`src/rtl/dda_pkg.sv`:
```
// Shared types and constants for the three-axis line stepper.
`timescale 1ns / 1ps
`default_nettype none

package dda_pkg;

	localparam int unsigned FracBitsDef = 30;
	localparam int unsigned PosBitsDef  = 32;
	localparam int unsigned CoordW      = 32;
	localparam int unsigned NumAxes     = 3;

	localparam logic [1:0] AXIS_X = 2'd0;
	localparam logic [1:0] AXIS_Y = 2'd1;
	localparam logic [1:0] AXIS_Z = 2'd2;

	typedef enum logic [1:0] {
		CMD_TICK  = 2'd0,
		CMD_START = 2'd1,
		CMD_SET   = 2'd2,
		CMD_NONE  = 2'd3
	} cmd_t;

	typedef enum logic [1:0] {
		ST_IDLE,
		ST_LEAD,
		ST_DIV
	} state_t;

	typedef struct packed {
		logic [1:0]               command;
		logic signed [CoordW-1:0] target_x;
		logic signed [CoordW-1:0] target_y;
		logic signed [CoordW-1:0] target_z;
	} cmd_beat_t;

	typedef struct packed {
		logic step_x;
		logic step_y;
		logic step_z;
		logic dir_x;
		logic dir_y;
		logic dir_z;
		logic moving;
		logic done_res;
		logic z_disable;
	} step_beat_t;

	typedef struct packed {
		logic start;
		logic set;
		logic div_go;
		logic tick_add;
		logic tick_end;
	} lane_ctl_t;

	typedef struct packed {
		logic dir;
		logic at_dest;
		logic step_add;
		logic div_busy;
	} lane_sts_t;

endpackage

`default_nettype wire

```
`src/rtl/dda_div.sv`:
```
// Serial restoring divider giving the fractional rate of one axis, one bit per cycle.
`timescale 1ns / 1ps
`default_nettype none

module dda_div #(
	parameter int unsigned FRAC_BITS = dda_pkg::FracBitsDef,
	parameter int unsigned POS_BITS  = dda_pkg::PosBitsDef
) (
	input  logic                clk,
	input  logic                arst_n,
	input  logic                go,
	input  logic [POS_BITS-1:0] num,
	input  logic [POS_BITS-1:0] den,
	output logic                busy,
	output logic                fin,
	output logic [FRAC_BITS:0]  quo
);
	localparam int unsigned CntW = $clog2(FRAC_BITS + 1);

	logic [POS_BITS:0]    rem_q;
	logic [POS_BITS-1:0]  den_q;
	logic [FRAC_BITS:0]   quo_q;
	logic [CntW-1:0]      cnt_q;
	logic                 busy_q;
	logic                 fin_q;
	logic                 ge;
	logic [POS_BITS:0]    sub;
	logic [POS_BITS:0]    rem_keep;

	// num <= den, so the remainder stays below den and fits after the shift
	assign ge       = rem_q >= {1'b0, den_q};
	assign sub      = rem_q - {1'b0, den_q};
	assign rem_keep = ge ? sub : rem_q;

	always_ff @(posedge clk or negedge arst_n) begin
		if (!arst_n) begin
			busy_q <= 1'b0;
			fin_q  <= 1'b0;
			cnt_q  <= '0;
		end else begin
			fin_q <= 1'b0;
			if (go) begin
				busy_q <= 1'b1;
				cnt_q  <= CntW'(FRAC_BITS);
			end else if (busy_q) begin
				cnt_q <= cnt_q - 1'b1;
				if (cnt_q == '0) begin
					busy_q <= 1'b0;
					fin_q  <= 1'b1;
				end
			end
		end
	end

	always_ff @(posedge clk) begin
		if (go) begin
			rem_q <= {1'b0, num};
			den_q <= den;
			quo_q <= '0;
		end else if (busy_q) begin
			rem_q <= {rem_keep[POS_BITS-1:0], 1'b0};
			quo_q <= {quo_q[FRAC_BITS-1:0], ge};
		end
	end

	assign busy = busy_q;
	assign fin  = fin_q;
	assign quo  = quo_q;

endmodule

`default_nettype wire

```
`src/rtl/dda_axis.sv`:
```
// One axis lane: position, destination, DDA accumulator, rate and its divider.
`timescale 1ns / 1ps
`default_nettype none

module dda_axis #(
	parameter int unsigned FRAC_BITS = dda_pkg::FracBitsDef,
	parameter int unsigned POS_BITS  = dda_pkg::PosBitsDef
) (
	input  logic                clk,
	input  logic                arst_n,
	input  dda_pkg::lane_ctl_t  ctl,
	input  logic [POS_BITS-1:0] target,
	input  logic [POS_BITS-1:0] lead,
	output logic [POS_BITS-1:0] mag,
	output dda_pkg::lane_sts_t  sts
);
	import dda_pkg::*;

	// only the lowest integer bit is kept: one tick moves the integer part by at most one
	localparam int unsigned AccW  = FRAC_BITS + 1;
	localparam int unsigned RateW = FRAC_BITS + 2;

	logic [POS_BITS-1:0] pos_q;
	logic [POS_BITS-1:0] dest_q;
	logic [POS_BITS-1:0] mag_q;
	logic                neg_q;
	logic                dir_q;
	logic [AccW-1:0]     acc_q;
	logic [RateW-1:0]    rate_q;

	logic [POS_BITS:0]   diff;
	logic [POS_BITS:0]   dabs;
	logic [AccW-1:0]     acc_sum;
	logic                step_add;
	logic                at_dest;
	logic [POS_BITS-1:0] pos_step;
	logic                div_busy;
	logic                div_fin;
	logic [FRAC_BITS:0]  quo;
	logic [RateW-1:0]    rate_nxt;

	assign diff     = {target[POS_BITS-1], target} - {pos_q[POS_BITS-1], pos_q};
	assign dabs     = diff[POS_BITS] ? (~diff) + {{POS_BITS{1'b0}}, 1'b1} : diff;
	assign acc_sum  = acc_q + rate_q[AccW-1:0];
	assign step_add = acc_sum[FRAC_BITS] != acc_q[FRAC_BITS];
	assign at_dest  = pos_q == dest_q;
	assign pos_step = pos_q + {{(POS_BITS-1){~dir_q}}, 1'b1};
	assign rate_nxt = neg_q ? (~{1'b0, quo}) + {{(RateW-1){1'b0}}, 1'b1} : {1'b0, quo};

	dda_div #(
		.FRAC_BITS(FRAC_BITS),
		.POS_BITS (POS_BITS)
	) u_div (
		.clk   (clk),
		.arst_n(arst_n),
		.go    (ctl.div_go),
		.num   (mag_q),
		.den   (lead),
		.busy  (div_busy),
		.fin   (div_fin),
		.quo   (quo)
	);

	always_ff @(posedge clk or negedge arst_n) begin
		if (!arst_n) begin
			pos_q  <= '0;
			dest_q <= '0;
			mag_q  <= '0;
			neg_q  <= 1'b0;
			dir_q  <= 1'b0;
			acc_q  <= '0;
			rate_q <= '0;
		end else begin
			if (ctl.set) begin
				pos_q <= target;
			end else if ((ctl.tick_add && step_add) || (ctl.tick_end && !at_dest)) begin
				pos_q <= pos_step;
			end
			if (ctl.start) begin
				dest_q <= target;
				mag_q  <= dabs[POS_BITS-1:0];
				neg_q  <= diff[POS_BITS];
				dir_q  <= !diff[POS_BITS] && (diff != '0);
				acc_q  <= {pos_q[0], {FRAC_BITS{1'b0}}};
			end else if (ctl.tick_add) begin
				acc_q <= acc_sum;
			end
			if (div_fin) begin
				rate_q <= rate_nxt;
			end
		end
	end

	assign mag          = mag_q;
	assign sts.dir      = dir_q;
	assign sts.at_dest  = at_dest;
	assign sts.step_add = step_add;
	assign sts.div_busy = div_busy;

endmodule

`default_nettype wire

```
`config.mk`:
```
export PLATFORM = sky130hd
export DESIGN_NAME = dda_axis
export DESIGN_NICKNAME = d
export VERILOG_FILES = /design/src/rtl/dda_pkg.sv /design/src/rtl/dda_div.sv /design/src/rtl/dda_axis.sv
export SDC_FILE = /design/constraint.sdc
export NUM_CORES = 1
export LEC_CHECK = 0
export BUFFER_PORTS_ARGS = -buffer_cell sky130_fd_sc_hd__buf_2
export CAP_MARGIN = 25
export CELL_PAD_IN_SITES_DETAIL_PLACEMENT = 1
export CELL_PAD_IN_SITES_GLOBAL_PLACEMENT = 2
export CORE_ASPECT_RATIO = 1.1
export CORE_MARGIN = 2
export CORE_UTILIZATION = 39
export DETAILED_ROUTE_END_ITERATION = 7
export PLACE_DENSITY = 0.8
export SYNTH_ARGS = -nofsm -noshare
export SYNTH_HDL_FRONTEND = slang
export SYNTH_SLANG_ARGS = --single-unit
```
`constraint.sdc`:
```
create_clock -name clk -period 4.8 [get_ports clk]
set_input_delay 0.72 -clock clk [delete_from_list [all_inputs] [get_ports clk]]
set_output_delay 0.72 -clock clk [all_outputs]
set_load 0.02 [all_outputs]
```
== After elaboration in Yosys (flattened, before gate mapping) ==
Index checks and enable logic that the tools add are counted.
Storage, ports and cells
  input bits: 71
  bits in latches: 0
  bits in writable memories: 0
  word-level logic and storage cells: 55
  memories: 0
  memory bits (read-only): 0
  bits in registers: 263
Cells by class
  reductions and logical operators: 11
  multiply operators: 0
  bitwise gates (word level): 3
  add/subtract/negate cells: 7
  divide/modulo/power cells: 0
  shift-type cells: 0
  equal/unequal tests: 2
  muxes and demuxes: 17
  $lt $le $gt $ge: 1
Operators with widths (count)
  2-to-1 mux 32 bit: 6
  2-to-1 mux 31 bit: 3
  greater-or-equal comparator 33 x 32 -> 1 bit: 1
  nonzero test 33 bit: 1
  subtractor 32 x 32 -> 33 bit: 1
  adder 32 x 1 -> 32 bit, second input constant: 1
  adder 32 bit: 1
  == test 32 bit: 1
  inverter 32 bit: 1
  subtractor 32 bit: 1
  adder 31 x 1 -> 31 bit, second input constant: 1
  adder 31 bit: 1
  inverter 31 bit: 1
  2-to-1 mux 5 bit: 2
  2-to-1 mux 1 bit: 6
  nonzero test 2 bit: 3
  zero test 5 bit: 1
  subtractor 5 x 1 -> 5 bit, second input constant: 1
  logical AND 1 bit: 3
  zero test 1 bit: 2
  logical OR 1 bit: 1
  != test 1 bit: 1
  inverter 1 bit: 1

== Longest topological paths before layout ==
  depth in word-level cells: 6
  mapped depth: 15
  mapped depth without buffers: 13

== By module ==
Synthesis repeated with hierarchy kept, for this count alone.
Second synthesis, totals
  cell total of the unflattened synthesis: 2158
  area, all modules: 19401.1 sq um
By module, submodules not included
  dda_axis: instances 1, area each 13334.0 sq um, cells an instance 1542
  dda_div: instances 1, area each 6067.1 sq um, cells an instance 616

== Least setup slack after synthesis ==
Ideal clock, no wire load.
  kind: input to register
  start: input port target[0]
  end: register dir_q
  cell stages on the path: 13
  path slack: 951 ps
  buffers on the path: 0
  arrival: 3695 ps
  library setup time: 154 ps
  cell sequence: inv_1 -> ha_1 -> fa_1 -> nand2b_1 -> a211oi_2 -> nor2_1 -> o21ai_0 -> xnor2_1 -> and4_1 -> nor3b_1 -> nand4_1 -> nor4b_1 -> o22ai_1
Between the ends
  word-level cells in the longest chain between the ends: 3
  elaborated cells between the ends (all ways): 4
Ends and longest elaborated chain
  start: declaration: line dda_axis.sv:12  | input logic [POS_BITS-1:0] target,
  subtractor 32 x 32 -> 33 bit *: line dda_axis.sv:42  | assign diff = {target[POS_BITS-1], target} - {pos_q[POS_BITS-1], pos_q};
  nonzero test 33 bit or zero test 1 bit (tied branches): line dda_axis.sv:83  | dir_q <= !diff[POS_BITS] && (diff != '0);
  logical AND 1 bit *: line dda_axis.sv:83
  end signal: assignment: line dda_axis.sv:83
  end: declaration: line dda_axis.sv:27  | logic dir_q;
Every way passes the cells marked *; elsewhere a longest branch is shown, timed or not.
A chain may end at the register's enable or synchronous reset.

==> metrics.md <==
| Metric | Value |
|---|---|
| Post-DRT Antenna Nets | 0 |
| Max Clock Skew | approximately 0.032 ns |
| Reg-to-reg setup timing slack | approximately 0.67 ns |
| GR Util met2 | 36.1% |
| Met3 usage | 2.06% |
| Number of synthesized register bits | around 260 |
| Die W | between 200 and 250 um |
| Via count | 15.6k |
| Worst-Skew Late Latency | between 0.5 and 0.6 ns |
| Grt met1 use | around 29% |
| Post-Synthesis Cells | 2093 |
| # IOs | between 100 and 150 |
| Worst setup startpoint | acc_q[0]$_DFFE_PN0P_ |
| Final layout net count | roughly 2.4k |
| CP Capture Type | output port |
| Final hold vios | 0 |
| RD Place Congestion | ~0.85 |
| R2r endpoint | pos_q[1]$_DFFE_PN0P_ |
| Pwr dens | between 600 and 700 nW/um2 |
| Non-Filler Instances | ~2.8k |
| Status | completed |
| Die Ht | 235 um |
| Post-DP HPWL | slightly above 40 mm |
| Initial antenna violation count | 2 |
| Leak pwr | between 9 and 10 nW |
| Peak Freq | between 200 and 250 MHz |
| CTS root buffer | clkbuf_16 |
| Pin count of the biggest net entering global routing | between 100 and 150 |
| Worst endpoint required time | slightly above 4 ns |
| Clock buffer depth | 3 |
| Most Crowded Layer GR | met2 |
| Count of input and output buffers | about 110 |
| Setup ws final | 0.343 ns |
| Netlist cell types | 85 |
| Slew headroom | between 30% and 40% |
| Synth Cell Area | ~19000 um2 |
| WP data arrival | between 3 and 4 ns |
| Starting density of the core | 39.5% |
| H-Tree Depth | 1 |
| Min Tclk post-route | between 4 and 5 ns |
| Core area | approximately 48000 um2 |
| Least-Margin Pin Slew | 0.970 ns |
| First-pass GRT wire length | slightly below 90 mm |
| TNS Setup | 0 ns |
| Top_reg_cell synth | dfrtp_1 |
| EDFF count, synth | between 60 and 70 |
| Post-Place Setup Slack | roughly 0.48 ns |
| Worst Hold Class | primary input to async pin |
| Syn avg cell area | ~9.0 um2 |
| Maximum fanout along the worst path | 3 |
| MaxCap Viol Count | 0 |
| Reg-to-reg critical path startpoint | acc_q[0]$_DFFE_PN0P_ |
| Postcts setup bufs | 0 |
| Wire per inst | between 15 and 20 um |
| Register area share after synthesis | 35.6% |
| Vias in the first global route | between 15k and 20k |
| Crit path kind | register to output port |
| FP Rows | 84 |
| Worst Reg-to-Reg Cells | 12 |
| Drt drc | 0 |
| TritonCTS Sinks | approximately 260 |
| 1st-iter DRT viols | between 600 and 700 |
| 1st-pass router iterations | 5 |
| CTS tree | yes |
| RSZ-0062 raised after global routing | no |
| Area of the die | between 50000 and 60000 um2 |
| Worst VDD drop | 0.361 mV |
| Dpl cells | 2776 |
| Final worst path period share | around 93% |
| Mapped Nets | 2296 |
| Vias/cell | between 5 and 6 |
| Detailed Route WL | 53.4 mm |
| Max-slew violation count | 0 |
| Ys async rst share | between 60 and 70% |
| Share of layout cells above drive strength 1 | between 10% and 20% |
| Clock Pin Slew Worst Setup and Hold Paths | roughly 0.07 ns |
| Final setup vio count | 0 |
| Grt ovf | 0 |
| Num CTS Buffers | 30 |
| Antenna Cells | 0 |
| Total track usage | 21.3% |
| CP Launch Type | register |
| Synthesis-to-finish area growth | 11.7% |
| Synth warn | 0 |
## sequential cells by signal, indices dropped and copies added, names as in the netlist
| register | count |
|---|---|
| u_div.cnt_q | 5 |
| u_div.quo | 31 |
| u_div.den_q | 32 |
| u_div.rem_q | 33 |
| u_div.fin | 1 |
| dir_q | 1 |
| neg_q | 1 |
| u_div.busy | 1 |
| mag | 32 |
| pos_q | 32 |
| dest_q | 32 |
| rate_q | 31 |
| acc_q | 30 |
## worst max-delay path by stage
stage | cells after the start | slack (ns) | end
after floorplan | 13 | 0.95 | dir_q$_DFFE_PN0P_
after global placement | 14 | 0.54 | mag[31]$_DFFE_PN0P_
after detailed placement | 14 | 0.48 | mag[31]$_DFFE_PN0P_
after CTS | 10 | 0.19 | sts[1]
after global routing | 10 | 0.11 | sts[1]
final | 10 | 0.34 | sts[1]
## timing repair
item                       CTS  global route
hold buffers                 0             0
gates resized for setup      0             1
hold endpoints to repair     0             0
setup endpoints to repair    0             1
## report_power, final
| group | switching (mW) | internal (mW) | leakage, nW |
|---|---|---|---|
| Sequential | 0.578 | 2.89 | 2.90 |
| Clock | 0.986 | 1.44 | 0.511 |
| Combinational | 5.07 | 3.63 | 6.15 |
| Total | 6.63 | 7.96 | 9.56 |
## cells by family after synthesis
| family | synth area share (%) |
|---|---|
| compound gates | 19.9 |
| xor+xnor | 8.12 |
| fa+ha+maj | 8.91 |
| buf+inv | 4.14 |
| flops | 35.6 |
| mux | 7.70 |
| simple gates | 15.6 |
## layout make-up
cell class / count / area [um2]
fillers: 5588 / 26700
clock inverters: 14 / 159
inverters: 112 / 420
flip-flops and latches: 262 / 6720
clock buffers: 42 / 878
multi-input cells: 1632 / 11400
repair buffers: 125 / 707
well taps: 645 / 807
## worst max-delay path, cell delays in order, from the launching register on
cell and delay, ns:
dfrtp_1 0.39, ha_1 0.24, fa_1 0.43, a211oi_1 0.38, o21ai_0 0.22, a311o_1 0.38, nor3b_1 0.17, o31a_1 0.36
o22ai_2 0.22, xnor2_1 0.16, buf_2 0.19
## Yosys cell counts (all sizes together) (32+ instances only)
| cell type | count | area share, % |
|---|---|---|
| xor2 | 72 | 3.3 |
| nor3 | 36 | 0.95 |
| a21oi | 197 | 5.2 |
| dfrtp | 166 | 22 |
| inv | 112 | 2.2 |
| dfxtp | 32 | 3.4 |
| edfxtp | 64 | 10 |
| mux2 | 81 | 4.8 |
| nor2 | 221 | 4.4 |
| clkbuf | 59 | 1.2 |
| nand3 | 34 | 0.90 |
| a21o | 56 | 2.2 |
| mux2i | 54 | 2.9 |
| ha | 128 | 8.5 |
| xnor2 | 103 | 4.8 |
| nand2 | 137 | 2.7 |
| o21ai | 106 | 2.8 |
## stage by stage
| step | cell area, um2 | total power, mW | utilization (%) | hold slack [ns] |
|---|---|---|---|---|
| floorplan | 18900 | 9.92 | - | 0.424 |
| global placement | 20000 | 12.0 | 41.9 | 0.473 |
| detailed placement | 20000 | 12.2 | 41.9 | 0.484 |
| CTS | 21100 | 14.7 | 44.1 | 0.113 |
| global route | 21100 | 15.9 | 44.1 | 0.149 |
| finish | 21100 | 14.6 | 44.1 | 0.114 |
## layout by cell type, fill, tap and decap left out, types with 22 or more instances in the layout
cell type / instances
inv_1: 111
xor2_1: 72
buf_2: 104
dfxtp_1: 32
nand2_1: 137
nand4_1: 29
o21ai_0: 102
clkbuf_16: 32
mux2i_1: 54
a211oi_1: 27
edfxtp_1: 64
nor3_1: 36
o21a_1: 30
ha_1: 128
nand3_1: 34
nor2_1: 221
dfrtp_1: 165
a21o_1: 56
a31oi_1: 23
a21oi_1: 196
mux2_2: 81
xnor2_1: 103
nor2b_1: 22
## metal layers
layer  vias up  part of all wire, %  wire length (um)
met3        49                  2.8              1510
met2       177                   48             25500
met4         0                  2.4              1260
li1       7682                    -                 -
met1      7724                   47             25100
met5         -                    0                 0
(Power assumes the default switching activity.)
